--- config.mk ---
export PLATFORM = sky130hd
export DESIGN_NAME = gerber_command_stream_parser_core
export DESIGN_NICKNAME = d
export VERILOG_FILES = /design/src/rtl/core/gcp_pkg.sv /design/src/rtl/core/gcp_step.sv /design/src/rtl/core/gcp_out_reg.sv /design/src/rtl/core/gerber_command_stream_parser_core.sv
export SDC_FILE = /design/constraint.sdc
export NUM_CORES = 1
export LEC_CHECK = 0
export BUFFER_PORTS_ARGS = -buffer_cell sky130_fd_sc_hd__buf_2
export CORE_MARGIN = 2
export CORE_UTILIZATION = 61
export DETAILED_ROUTE_END_ITERATION = 7
export PLACE_DENSITY = 0.82
export SLEW_MARGIN = 20
export SYNTH_ARGS = -nofsm -noshare
export SYNTH_HDL_FRONTEND = slang
export SYNTH_SLANG_ARGS = --single-unit
--- constraint.sdc ---
create_clock -name aclk -period 37.7 [get_ports aclk]
set_clock_uncertainty 0.2 [all_clocks]
set_input_delay 5.655 -clock aclk [delete_from_list [all_inputs] [get_ports aclk]]
set_output_delay 5.655 -clock aclk [all_outputs]
set_load 0.01 [all_outputs]
--- src/rtl/core/gcp_pkg.sv ---
// gcp_pkg: types and constants shared by the gerber command stream parser
// parse mode codes, target codes, result kinds, ascii codes and the step structs
// no dependencies
`default_nettype none

package gcp_pkg;

    // parse modes
    localparam logic [3:0] PM_IDLE   = 4'd0;
    localparam logic [3:0] PM_G1     = 4'd1;
    localparam logic [3:0] PM_G2     = 4'd2;
    localparam logic [3:0] PM_M1     = 4'd3;
    localparam logic [3:0] PM_M2     = 4'd4;
    localparam logic [3:0] PM_SKIP   = 4'd5;
    localparam logic [3:0] PM_G54D   = 4'd6;
    localparam logic [3:0] PM_NSTART = 4'd7;
    localparam logic [3:0] PM_NDIG   = 4'd8;
    localparam logic [3:0] PM_PCT    = 4'd9;

    // number targets
    localparam logic [2:0] TG_X   = 3'd0;
    localparam logic [2:0] TG_Y   = 3'd1;
    localparam logic [2:0] TG_I   = 3'd2;
    localparam logic [2:0] TG_J   = 3'd3;
    localparam logic [2:0] TG_D   = 3'd4;
    localparam logic [2:0] TG_G54 = 3'd5;

    // result kinds
    localparam logic [2:0] KIND_SEG      = 3'd0;
    localparam logic [2:0] KIND_END      = 3'd1;
    localparam logic [2:0] KIND_BAD_G    = 3'd2;
    localparam logic [2:0] KIND_G54_NO_D = 3'd3;
    localparam logic [2:0] KIND_BAD_TOOL = 3'd4;
    localparam logic [2:0] KIND_BAD_M    = 3'd5;

    // interpolation modes
    localparam logic [2:0] IM_LIN_X1   = 3'd0;
    localparam logic [2:0] IM_LIN_X10  = 3'd1;
    localparam logic [2:0] IM_LIN_X0P1 = 3'd2;
    localparam logic [2:0] IM_LIN_X001 = 3'd3;
    localparam logic [2:0] IM_CW       = 3'd4;
    localparam logic [2:0] IM_CCW      = 3'd5;
    localparam logic [2:0] IM_FULL_CW  = 3'd6;
    localparam logic [2:0] IM_FULL_CCW = 3'd7;

    // exposure
    localparam logic [1:0] EXP_OFF   = 2'd0;
    localparam logic [1:0] EXP_ON    = 2'd1;
    localparam logic [1:0] EXP_FLASH = 2'd2;

    // ascii
    localparam logic [7:0] CH_G     = "G";
    localparam logic [7:0] CH_M     = "M";
    localparam logic [7:0] CH_D     = "D";
    localparam logic [7:0] CH_X     = "X";
    localparam logic [7:0] CH_Y     = "Y";
    localparam logic [7:0] CH_I     = "I";
    localparam logic [7:0] CH_J     = "J";
    localparam logic [7:0] CH_PCT   = "%";
    localparam logic [7:0] CH_STAR  = "*";
    localparam logic [7:0] CH_MINUS = "-";
    localparam logic [7:0] CH_0     = "0";
    localparam logic [7:0] CH_1     = "1";
    localparam logic [7:0] CH_2     = "2";
    localparam logic [7:0] CH_9     = "9";

    // two digit codes
    localparam logic [15:0] CODE_00 = "00";
    localparam logic [15:0] CODE_01 = "01";
    localparam logic [15:0] CODE_02 = "02";
    localparam logic [15:0] CODE_03 = "03";
    localparam logic [15:0] CODE_04 = "04";
    localparam logic [15:0] CODE_10 = "10";
    localparam logic [15:0] CODE_11 = "11";
    localparam logic [15:0] CODE_12 = "12";
    localparam logic [15:0] CODE_36 = "36";
    localparam logic [15:0] CODE_37 = "37";
    localparam logic [15:0] CODE_54 = "54";
    localparam logic [15:0] CODE_70 = "70";
    localparam logic [15:0] CODE_71 = "71";
    localparam logic [15:0] CODE_74 = "74";
    localparam logic [15:0] CODE_75 = "75";
    localparam logic [15:0] CODE_90 = "90";
    localparam logic [15:0] CODE_91 = "91";

    typedef struct packed {
        logic [3:0] mode;
        logic       neg;
        logic [2:0] target;
        logic [7:0] first;
        logic [9:0] tool;
        logic [1:0] expo;
        logic [2:0] interp;
        logic       changed;
        logic       halted;
    } ctl_t;

    typedef struct packed {
        logic [2:0]         kind;
        logic signed [31:0] start_x;
        logic signed [31:0] start_y;
        logic signed [31:0] end_x;
        logic signed [31:0] end_y;
        logic signed [31:0] center_dx;
        logic signed [31:0] center_dy;
        logic [2:0]         interp_mode;
        logic [9:0]         tool_number;
        logic [1:0]         exposure;
    } res_t;

endpackage

`default_nettype wire

--- src/rtl/core/gcp_step.sv ---
// gcp_step: combinational work for one byte, from parser state to next state and result
// the byte that ends a number is folded into the same pass
// depends on gcp_pkg
`default_nettype none

module gcp_step
    import gcp_pkg::*;
#(
    parameter int FIRST_TOOL = 10,
    parameter int LAST_TOOL  = 999,
    parameter int COORD_BITS = 32
) (
    input  wire logic [7:0]            in_byte,
    input  wire ctl_t                  ctl,
    input  wire logic [COORD_BITS-1:0] acc,
    input  wire logic [COORD_BITS-1:0] cx,
    input  wire logic [COORD_BITS-1:0] cy,
    input  wire logic [COORD_BITS-1:0] px,
    input  wire logic [COORD_BITS-1:0] py,
    input  wire logic [COORD_BITS-1:0] oi,
    input  wire logic [COORD_BITS-1:0] oj,
    output ctl_t                       ctl_n,
    output logic [COORD_BITS-1:0]      acc_n,
    output logic [COORD_BITS-1:0]      cx_n,
    output logic [COORD_BITS-1:0]      cy_n,
    output logic [COORD_BITS-1:0]      px_n,
    output logic [COORD_BITS-1:0]      py_n,
    output logic [COORD_BITS-1:0]      oi_n,
    output logic [COORD_BITS-1:0]      oj_n,
    output res_t                       res,
    output logic                       res_valid
);

    logic [COORD_BITS-1:0] num_val;
    logic                  is_digit;

    assign num_val  = ctl.neg ? (COORD_BITS'(0) - acc) : acc;
    assign is_digit = (in_byte >= CH_0) && (in_byte <= CH_9);

    always_comb begin
        logic [3:0] mode;
        logic       cont;
        mode      = ctl.mode;
        cont      = !ctl.halted;
        ctl_n     = ctl;
        acc_n     = acc;
        cx_n      = cx;
        cy_n      = cy;
        px_n      = px;
        py_n      = py;
        oi_n      = oi;
        oj_n      = oj;
        res       = '0;
        res_valid = 1'b0;

        // sign of a number
        if (cont && mode == PM_NSTART) begin
            mode = PM_NDIG;
            if (in_byte == CH_MINUS) begin
                ctl_n.neg = 1'b1;
                cont      = 1'b0;
            end
        end

        // digits, or finish the number and fall through
        if (cont && mode == PM_NDIG) begin
            if (is_digit) begin
                acc_n = (acc << 3) + (acc << 1) + COORD_BITS'(in_byte[3:0]);
                cont  = 1'b0;
            end else begin
                mode = PM_IDLE;
                case (ctl.target)
                    TG_X: begin
                        cx_n          = num_val;
                        ctl_n.changed = 1'b1;
                    end
                    TG_Y: begin
                        cy_n          = num_val;
                        ctl_n.changed = 1'b1;
                    end
                    TG_I: begin
                        oi_n          = num_val;
                        ctl_n.changed = 1'b1;
                    end
                    TG_J: begin
                        oj_n          = num_val;
                        ctl_n.changed = 1'b1;
                    end
                    TG_G54: begin
                        ctl_n.tool = num_val[9:0];
                        mode       = PM_SKIP;
                    end
                    default: begin
                        if (num_val == COORD_BITS'(1)) begin
                            ctl_n.expo = EXP_ON;
                        end else if (num_val == COORD_BITS'(2)) begin
                            ctl_n.expo = EXP_OFF;
                        end else if (num_val == COORD_BITS'(3)) begin
                            ctl_n.expo = EXP_FLASH;
                        end else if (!num_val[COORD_BITS-1]
                                     && num_val >= COORD_BITS'(FIRST_TOOL)
                                     && num_val <= COORD_BITS'(LAST_TOOL)) begin
                            ctl_n.tool = num_val[9:0];
                        end else begin
                            ctl_n.halted = 1'b1;
                            res.kind     = KIND_BAD_TOOL;
                            res_valid    = 1'b1;
                            cont         = 1'b0;
                        end
                    end
                endcase
            end
        end

        if (cont) begin
            case (mode)
                PM_G1: begin
                    ctl_n.first = in_byte;
                    mode        = PM_G2;
                end
                PM_G2: begin
                    mode = PM_IDLE;
                    case ({ctl.first, in_byte})
                        CODE_01: ctl_n.interp = IM_LIN_X1;
                        CODE_02: ctl_n.interp = (ctl.interp[2:1] == 2'b11) ? IM_FULL_CW : IM_CW;
                        CODE_03: ctl_n.interp = (ctl.interp[2:1] == 2'b11) ? IM_FULL_CCW : IM_CCW;
                        CODE_10: ctl_n.interp = IM_LIN_X10;
                        CODE_11: ctl_n.interp = IM_LIN_X0P1;
                        CODE_12: ctl_n.interp = IM_LIN_X001;
                        CODE_74: begin
                            if (ctl.interp == IM_FULL_CW) begin
                                ctl_n.interp = IM_CW;
                            end else if (ctl.interp == IM_FULL_CCW) begin
                                ctl_n.interp = IM_CCW;
                            end
                        end
                        CODE_75: begin
                            ctl_n.interp = (ctl.interp == IM_CCW || ctl.interp == IM_FULL_CCW)
                                           ? IM_FULL_CCW : IM_FULL_CW;
                        end
                        CODE_90, CODE_91: ;
                        CODE_00, CODE_04, CODE_36, CODE_37, CODE_70, CODE_71: mode = PM_SKIP;
                        CODE_54: mode = PM_G54D;
                        default: begin
                            ctl_n.halted = 1'b1;
                            res.kind     = KIND_BAD_G;
                            res_valid    = 1'b1;
                        end
                    endcase
                end
                PM_M1: begin
                    ctl_n.first = in_byte;
                    mode        = PM_M2;
                end
                PM_M2: begin
                    mode         = PM_IDLE;
                    ctl_n.halted = 1'b1;
                    res_valid    = 1'b1;
                    if (ctl.first == CH_0 && (in_byte == CH_0 || in_byte == CH_1
                                              || in_byte == CH_2)) begin
                        res.kind = KIND_END;
                    end else begin
                        res.kind = KIND_BAD_M;
                    end
                end
                PM_SKIP: begin
                    if (in_byte == CH_STAR) begin
                        mode = PM_IDLE;
                    end
                end
                PM_PCT: begin
                    if (in_byte == CH_PCT) begin
                        mode = PM_IDLE;
                    end
                end
                PM_G54D: begin
                    if (in_byte == CH_D) begin
                        acc_n        = '0;
                        ctl_n.neg    = 1'b0;
                        ctl_n.target = TG_G54;
                        mode         = PM_NSTART;
                    end else begin
                        mode         = PM_IDLE;
                        ctl_n.halted = 1'b1;
                        res.kind     = KIND_G54_NO_D;
                        res_valid    = 1'b1;
                    end
                end
                default: begin
                    mode = PM_IDLE;
                    case (in_byte)
                        CH_G:   mode = PM_G1;
                        CH_M:   mode = PM_M1;
                        CH_PCT: mode = PM_PCT;
                        CH_D, CH_X, CH_Y, CH_I, CH_J: begin
                            acc_n     = '0;
                            ctl_n.neg = 1'b0;
                            mode      = PM_NSTART;
                            case (in_byte)
                                CH_X:    ctl_n.target = TG_X;
                                CH_Y:    ctl_n.target = TG_Y;
                                CH_I:    ctl_n.target = TG_I;
                                CH_J:    ctl_n.target = TG_J;
                                default: ctl_n.target = TG_D;
                            endcase
                        end
                        CH_STAR: begin
                            if (ctl_n.changed && ctl_n.tool != 10'd0) begin
                                ctl_n.changed   = 1'b0;
                                res_valid       = 1'b1;
                                res.kind        = KIND_SEG;
                                res.start_x     = 32'(px_n);
                                res.start_y     = 32'(py_n);
                                res.end_x       = 32'(cx_n);
                                res.end_y       = 32'(cy_n);
                                res.center_dx   = 32'(oi_n);
                                res.center_dy   = 32'(oj_n);
                                res.interp_mode = ctl_n.interp;
                                res.tool_number = ctl_n.tool;
                                res.exposure    = ctl_n.expo;
                                oi_n            = '0;
                                oj_n            = '0;
                                px_n            = cx_n;
                                py_n            = cy_n;
                            end
                        end
                        default: ;
                    endcase
                end
            endcase
        end

        ctl_n.mode = mode;
    end

endmodule

`default_nettype wire

--- src/rtl/core/gcp_out_reg.sv ---
// gcp_out_reg: result register with valid/ready toward the downstream side
// depends on gcp_pkg
`default_nettype none

module gcp_out_reg
    import gcp_pkg::*;
(
    input  wire logic aclk,
    input  wire logic aresetn,
    input  wire logic load,
    input  wire res_t res_in,
    input  wire logic m_ready,
    output logic      out_valid,
    output res_t      res_out
);

    logic valid_reg;
    logic valid_next;
    res_t data_reg;

    always_comb begin
        valid_next = valid_reg;
        if (load) begin
            valid_next = 1'b1;
        end else if (m_ready) begin
            valid_next = 1'b0;
        end
    end

    always_ff @(posedge aclk) begin
        if (!aresetn) begin
            valid_reg <= 1'b0;
        end else begin
            valid_reg <= valid_next;
        end
    end

    always_ff @(posedge aclk) begin
        if (load) begin
            data_reg <= res_in;
        end
    end

    assign out_valid = valid_reg;
    assign res_out   = data_reg;

endmodule

`default_nettype wire

--- src/rtl/core/gerber_command_stream_parser_core.sv ---
// gerber_command_stream_parser_core: rs-274-d command parser, one ascii byte per beat
// input register, parser state, gcp_step logic and gcp_out_reg result stage
// depends on gcp_pkg, gcp_step, gcp_out_reg
//
//   channel | ports              | direction | beat
//   input   | s_valid/s_ready    | in        | s_in_byte
//   result  | m_valid/m_ready    | out       | m_kind .. m_exposure
//
// one byte per cycle sustained while a held result does not stall the step
// a result shows on m_ after its byte passes the input reg, then the result reg
// a byte that gives no result only updates state; nothing is shown for it
// m_ready low with a result held stalls the step; one more byte waits in the input reg
// after a program end or an error every byte is taken and dropped until reset
`default_nettype none

module gerber_command_stream_parser_core
    import gcp_pkg::*;
#(
    parameter int FIRST_TOOL = 10,
    parameter int LAST_TOOL  = 999,
    parameter int COORD_BITS = 32
) (
    input  wire logic        aclk,
    input  wire logic        aresetn,
    input  wire logic        s_valid,
    output logic             s_ready,
    input  wire logic [7:0]  s_in_byte,
    output logic             m_valid,
    input  wire logic        m_ready,
    output logic [2:0]       m_kind,
    output logic signed [31:0] m_start_x,
    output logic signed [31:0] m_start_y,
    output logic signed [31:0] m_end_x,
    output logic signed [31:0] m_end_y,
    output logic signed [31:0] m_center_dx,
    output logic signed [31:0] m_center_dy,
    output logic [2:0]       m_interp_mode,
    output logic [9:0]       m_tool_number,
    output logic [1:0]       m_exposure
);

    logic                  in_valid_reg;
    logic [7:0]            in_byte_reg;
    logic                  step_go;

    ctl_t                  ctl_reg;
    ctl_t                  ctl_next;
    logic [COORD_BITS-1:0] acc_reg, acc_next;
    logic [COORD_BITS-1:0] cx_reg, cx_next;
    logic [COORD_BITS-1:0] cy_reg, cy_next;
    logic [COORD_BITS-1:0] px_reg, px_next;
    logic [COORD_BITS-1:0] py_reg, py_next;
    logic [COORD_BITS-1:0] oi_reg, oi_next;
    logic [COORD_BITS-1:0] oj_reg, oj_next;

    res_t                  step_res;
    logic                  step_res_valid;
    res_t                  out_res;

    assign step_go = in_valid_reg && (!m_valid || m_ready);
    assign s_ready = !in_valid_reg || step_go;

    always_ff @(posedge aclk) begin
        if (!aresetn) begin
            in_valid_reg <= 1'b0;
        end else if (s_ready) begin
            in_valid_reg <= s_valid;
        end
    end

    always_ff @(posedge aclk) begin
        if (s_valid && s_ready) begin
            in_byte_reg <= s_in_byte;
        end
    end

    gcp_step #(
        .FIRST_TOOL (FIRST_TOOL),
        .LAST_TOOL  (LAST_TOOL),
        .COORD_BITS (COORD_BITS)
    ) u_step (
        .in_byte   (in_byte_reg),
        .ctl       (ctl_reg),
        .acc       (acc_reg),
        .cx        (cx_reg),
        .cy        (cy_reg),
        .px        (px_reg),
        .py        (py_reg),
        .oi        (oi_reg),
        .oj        (oj_reg),
        .ctl_n     (ctl_next),
        .acc_n     (acc_next),
        .cx_n      (cx_next),
        .cy_n      (cy_next),
        .px_n      (px_next),
        .py_n      (py_next),
        .oi_n      (oi_next),
        .oj_n      (oj_next),
        .res       (step_res),
        .res_valid (step_res_valid)
    );

    // an all-zero ctl_t is the idle parse mode
    always_ff @(posedge aclk) begin
        if (!aresetn) begin
            ctl_reg      <= '0;
            acc_reg      <= '0;
            cx_reg       <= '0;
            cy_reg       <= '0;
            px_reg       <= '0;
            py_reg       <= '0;
            oi_reg       <= '0;
            oj_reg       <= '0;
        end else if (step_go) begin
            ctl_reg <= ctl_next;
            acc_reg <= acc_next;
            cx_reg  <= cx_next;
            cy_reg  <= cy_next;
            px_reg  <= px_next;
            py_reg  <= py_next;
            oi_reg  <= oi_next;
            oj_reg  <= oj_next;
        end
    end

    gcp_out_reg u_out (
        .aclk      (aclk),
        .aresetn   (aresetn),
        .load      (step_go && step_res_valid),
        .res_in    (step_res),
        .m_ready   (m_ready),
        .out_valid (m_valid),
        .res_out   (out_res)
    );

    assign m_kind        = out_res.kind;
    assign m_start_x     = out_res.start_x;
    assign m_start_y     = out_res.start_y;
    assign m_end_x       = out_res.end_x;
    assign m_end_y       = out_res.end_y;
    assign m_center_dx   = out_res.center_dx;
    assign m_center_dy   = out_res.center_dy;
    assign m_interp_mode = out_res.interp_mode;
    assign m_tool_number = out_res.tool_number;
    assign m_exposure    = out_res.exposure;

endmodule

`default_nettype wire

After elaboration in Yosys (flattened, before gate mapping)
Index checks and enable logic that the tools add are counted.
Word-level totals
  register bits: 477
  input bits: 12
  output and inout bits: 212
Operators by class
  $add $sub $neg: 3
  magnitude comparators: 4
  equality and inequality tests: 53
  multiplexer cells: 117
  bitwise logic cells: 5
  reductions and logical operators: 38
Operators by type and width (count)
  32-bit two-way mux: 26
  210-bit two-way mux: 3
  16-bit by 14-bit == test with 1-bit output (second input constant): 17
  207-bit two-way mux: 1
  32-bit by 2-bit == test with 1-bit output (second input constant): 2
  32-bit case mux with 2 select lines: 1
  8-bit by 6-bit == test with 1-bit output (second input constant): 7
  8-bit by 7-bit == test with 1-bit output (second input constant): 7
  3-bit two-way mux: 14
  10-bit two-way mux: 4
  1-bit two-way mux: 37
  12-bit two-way mux: 3
  32-bit adder: 1
  32-bit by 4-bit adder with 32-bit output: 1
  32-bit by 1-bit == test with 1-bit output (second input constant): 1
  32-bit by 4-bit >= comparator with 1-bit output (second input constant): 1
  32-bit by 10-bit <= comparator with 1-bit output (second input constant): 1
  4-bit two-way mux: 8
  1-bit by 32-bit subtractor with 32-bit output (first input constant): 1
  4-bit case mux with 7 select lines: 1
  3-bit case mux with 4 select lines: 2
  3-bit case mux with 8 select lines: 1
  10-bit case mux with 2 select lines: 1
  2-bit two-way mux: 9
  35 further kinds: 70

Logic depth before layout (Yosys ltp)
  depth after elaboration: 20
  mapped depth: 19
  gate-level depth less buffers: 15

Modules after synthesis
Synthesis repeated with hierarchy kept, for this count alone.
Unflattened totals
  cell total of the unflattened synthesis: 2759
  area total of the unflattened synthesis: 25941.1 um^2
Modules (own cells, without submodules)
  gerber_command_stream_parser_core: instances 1, cells each 1130, area an instance 10734.0 um^2
  gcp_step: instances 1, cells each 1416, area an instance 8859.7 um^2
  gcp_out_reg: instances 1, cells each 213, area an instance 6347.3 um^2

Worst setup path after synthesis
No wires, ideal clock.
  path kind: input port to flip-flop
  start point: input port m_ready
  end point: register u_out.data_reg, in the netlist u_out.res_out[0] (enable)
  arrival time: 21.127 ns
  setup slack: 15.300 ns
  stages on the path: 6
  path through: nor2b_1 -> nand2b_1 -> clkbuf_1 -> nor3_4 -> nand2_1 -> o21ai_0
Between the ends
  cells in the longest elaborated chain, start to end: 3
Ends and longest elaborated chain
  from (decl): RTL line gerber_command_stream_parser_core.sv:29  | input wire logic m_ready,
  1-bit logical OR: RTL line gerber_command_stream_parser_core.sv:60  | assign step_go = in_valid_reg && (!m_valid || m_ready);
  1-bit logical AND: RTL line gerber_command_stream_parser_core.sv:60
  1-bit logical AND: RTL line gerber_command_stream_parser_core.sv:129  | .load (step_go && step_res_valid),
  named net u_out.load: RTL line gcp_out_reg.sv:10  | input wire logic load,
  to (signal assigned): RTL line gcp_out_reg.sv:40  | data_reg <= res_in;
  to (decl): RTL line gcp_out_reg.sv:19  | res_t data_reg;
The timed path passes the listed nets, and every way through them passes these cells.
A chain may end at the register's enable or synchronous reset.

Worst setup path in the final report
  start point: input port m_ready
  end point: output port s_ready
Between the ends
  cells in the longest elaborated chain, start to end: 3
Ends and longest elaborated chain
  1-bit logical OR: RTL line gerber_command_stream_parser_core.sv:60
  1-bit logical AND: RTL line gerber_command_stream_parser_core.sv:60
  1-bit logical OR: RTL line gerber_command_stream_parser_core.sv:61  | assign s_ready = !in_valid_reg || step_go;
  to (decl): RTL line gerber_command_stream_parser_core.sv:26  | output logic s_ready,
Every way passes these cells.

==> results_dict.tcl <==
set metrics [dict create \
    status "complete, no violations" \
    synthCells 2278 \
    dpl_cell_area_mm2 0.0235 \
    vias 17718 \
    cap_viol_max_count 0 \
    powerDensity_mw_per_mm2 41.0 \
    rows 69 \
    arrival_ns 6.31 \
    hp-class "reg -> reg" \
    area_growth_pct 13.5 \
    period_share 0.323 \
    antenna_found_initial 2 \
    dp_cells 2831 \
    crit_fanout 5 \
    core_mm2 0.0357 \
    criticalPathCategory "in -> out" \
    synth-seq-cells 477 \
    drc 0 \
    holdWs_ns 0.249 \
    grt_pass1_vias 16670 \
    endpoint_kind "output pin" \
    portBuffers 223 \
    largest_reg_flops 210 \
    wl_um 55400 \
    num-nets-final 2492 \
    syn-mean-instance-area_um2 9.72 \
    clockBufferDepth 3 \
    cp.required_ns 31.84 \
    p_clk_frac 0.458 \
    grt_start_max_net_pins 212 \
    r2r_setup_slack_ns 31.20 \
    maxSlewViolCount 0 \
    initial_utilization 0.621 \
    die_x_um 194 \
    fmax_ghz 0.0822 \
    ctsResizeCount 0 \
    synth_fp_nets 2351 \
    synth.distinct_cells 86 \
    synth_edf_count 218 \
    clock_sinks 477 \
    cts_root_buf "clkbuf_16" \
    power_switching_w 0.000213 \
    grt_first_pass_wirelength_um 88900 \
    vias_per_cell 6.07 \
    cts_tree "yes" \
    hold_buffers 0 \
    insertion_delay_ns 0.59 \
    fin_crit_ns 12.17 \
    relSlewSlack 0.281 \
    hold_viol 0 \
    intPower_w 0.000817 \
    combinationalPowerShare 0.017 \
    dpl_worst_slack_ns 25.55 \
    ys_warn_count 0 \
    grt_overflow 0 \
    firstDrtPassIters 5 \
    grt.total_usage 0.290 \
    ys_seq_area_frac 0.530 \
    clk_pin_slew_worst_paths_ns 0.06 \
    layout.cells.non_filler 2917 \
    avgRoutedWirePerCell_um 19.0 \
    ant_nets 0 \
    drt_iter0_markers 1842 \
    setup_viol 0 \
    antenna_cells 0 \
    setup_tns_ns 0 \
    synthArstFlopShare 0 \
    h-tree-depth 2 \
    switching_share 0.207 \
    gp_congestion 0.915 \
    power_leakage_nw 9.78 \
    rsz0062_at_grt "no" \
    worst_pin_slew_ns 1.08 \
    synth-main-ff-cell "dfxtp_1" \
    die-area_mm2 0.0378 \
    drive_gt1_frac 0.154 \
    dp_hpwl_um 36100 \
    cts_setup_buffers 0 \
    start_kind "primary input" \
    seq_power_share 0.526 \
    synthesis.area_mm2 0.0221 \
    irDropWorstVdd_v 0.0000389 \
    cts_buffers 46 \
    final_cell_area_mm2 0.0251 \
    io_pins 224 \
    die_y_um 194 \
    setup_ws_ns 25.53 \
]
## routing by layer
metal | GRT usage | share of wire
met3 | 0.0356 | 0.072
met2 | 0.472 | 0.48
met4 | 0.115 | 0.033
met5 | 0 | 0
met1 | 0.397 | 0.42
## worst max-delay path: stages
cell,delay [ns]
buf_2,0.10
nor2b_1,0.12
buf_4,0.21
nand2_1,0.08
buf_2,0.14
## logic make-up after synthesis
kind of cell,after synthesis,share of synthesized area
buffers and inverters,193,0.0351
adder cells (fa/ha/maj),61,0.0352
XOR/XNOR,55,0.0221
AND/OR/NAND/NOR,896,0.196
multiplexers,18,0.00814
AO/OA/AOI/OAI,578,0.173
flip-flops,477,0.530
## final timing paths
| kind | from | depth (start not counted) | endpoint |
|---|---|---|---|
| worst max-delay path | m_ready | 5 | s_ready |
| worst min-delay path | py_reg[21] | 2 | py_reg[21] |
| worst max register to register | acc_reg[5] | 12 | oj_reg[27] |
| worst min register to register | py_reg[21] | 2 | py_reg[21] |
## power groups by stage
stage                     clock, W  sequential [W]  combinational, W
after floorplan                  0        0.000556         0.0000115
after global placement           0        0.000553         0.0000165
after detailed placement         0        0.000553         0.0000168
after CTS                 0.000476        0.000541         0.0000168
after global routing      0.000497        0.000541         0.0000185
final                     0.000472        0.000541         0.0000172
## metrics by stage
stage,power (W),utilization
after floorplan,0.000567,-
after global placement,0.000569,0.660
after detailed placement,0.000570,0.660
after CTS,0.00103,0.703
after global routing,0.00106,0.704
final,0.00103,0.704
## synthesized netlist by cell type (5+ instances only)
cell	instances	area share
a211oi_1	170	0.058
and4_1	5	0.0020
a31oi_1	16	0.0045
dfxtp_1	259	0.23
a21oi_1	152	0.034
ha_1	59	0.033
o21ai_0	94	0.021
nand2_1	156	0.026
nor4_1	14	0.0040
o31ai_1	9	0.0031
buf_2	19	0.0043
a22o_1	5	0.0020
nand3b_1	8	0.0027
or3_1	33	0.0093
nor2_1	373	0.063
nand2b_1	19	0.0054
xnor2_1	22	0.0087
clkbuf_1	145	0.025
and3_1	9	0.0025
nor2b_1	55	0.016
a21o_1	14	0.0047
nor3_1	19	0.0043
nand3_1	45	0.010
o41ai_1	7	0.0028
inv_1	16	0.0027
or4_1	14	0.0047
o21a_1	54	0.018
or2_2	7	0.0020
nand4_1	12	0.0034
mux2i_1	18	0.0081
and2_1	94	0.027
nor3b_1	5	0.0017
buf_1	5	0.00085
buf_4	5	0.0017
edfxtp_1	218	0.30
xor2_1	32	0.013
## layout by cell type, fill, tap and decap left out, drive strengths merged, types with 15 or more instances in the layout
cell type,n
dfxtp,259
nor3,21
nor2,374
buf,269
or3,34
nand2b,19
a31oi,16
clkinv,18
xnor2,22
or4,15
clkbuf,60
a211oi,170
mux2i,18
o21ai,95
a21oi,152
and2,95
nor2b,55
edfxtp,218
nand3,45
xor2,33
nand2,156
ha,59
o21a,54
inv,18
## cell type report
type | instances | area (um^2)
Clock buffer | 60 | 1270
Clock inverter | 25 | 270
Fill cell | 2648 | 10500
Inverter | 17 | 66.3
Multi-Input combinational cell | 1608 | 9690
Sequential cell | 477 | 11700
Tap cell | 461 | 577
Timing Repair Buffer | 269 | 1510
Power figures use the tool's default switching activity.
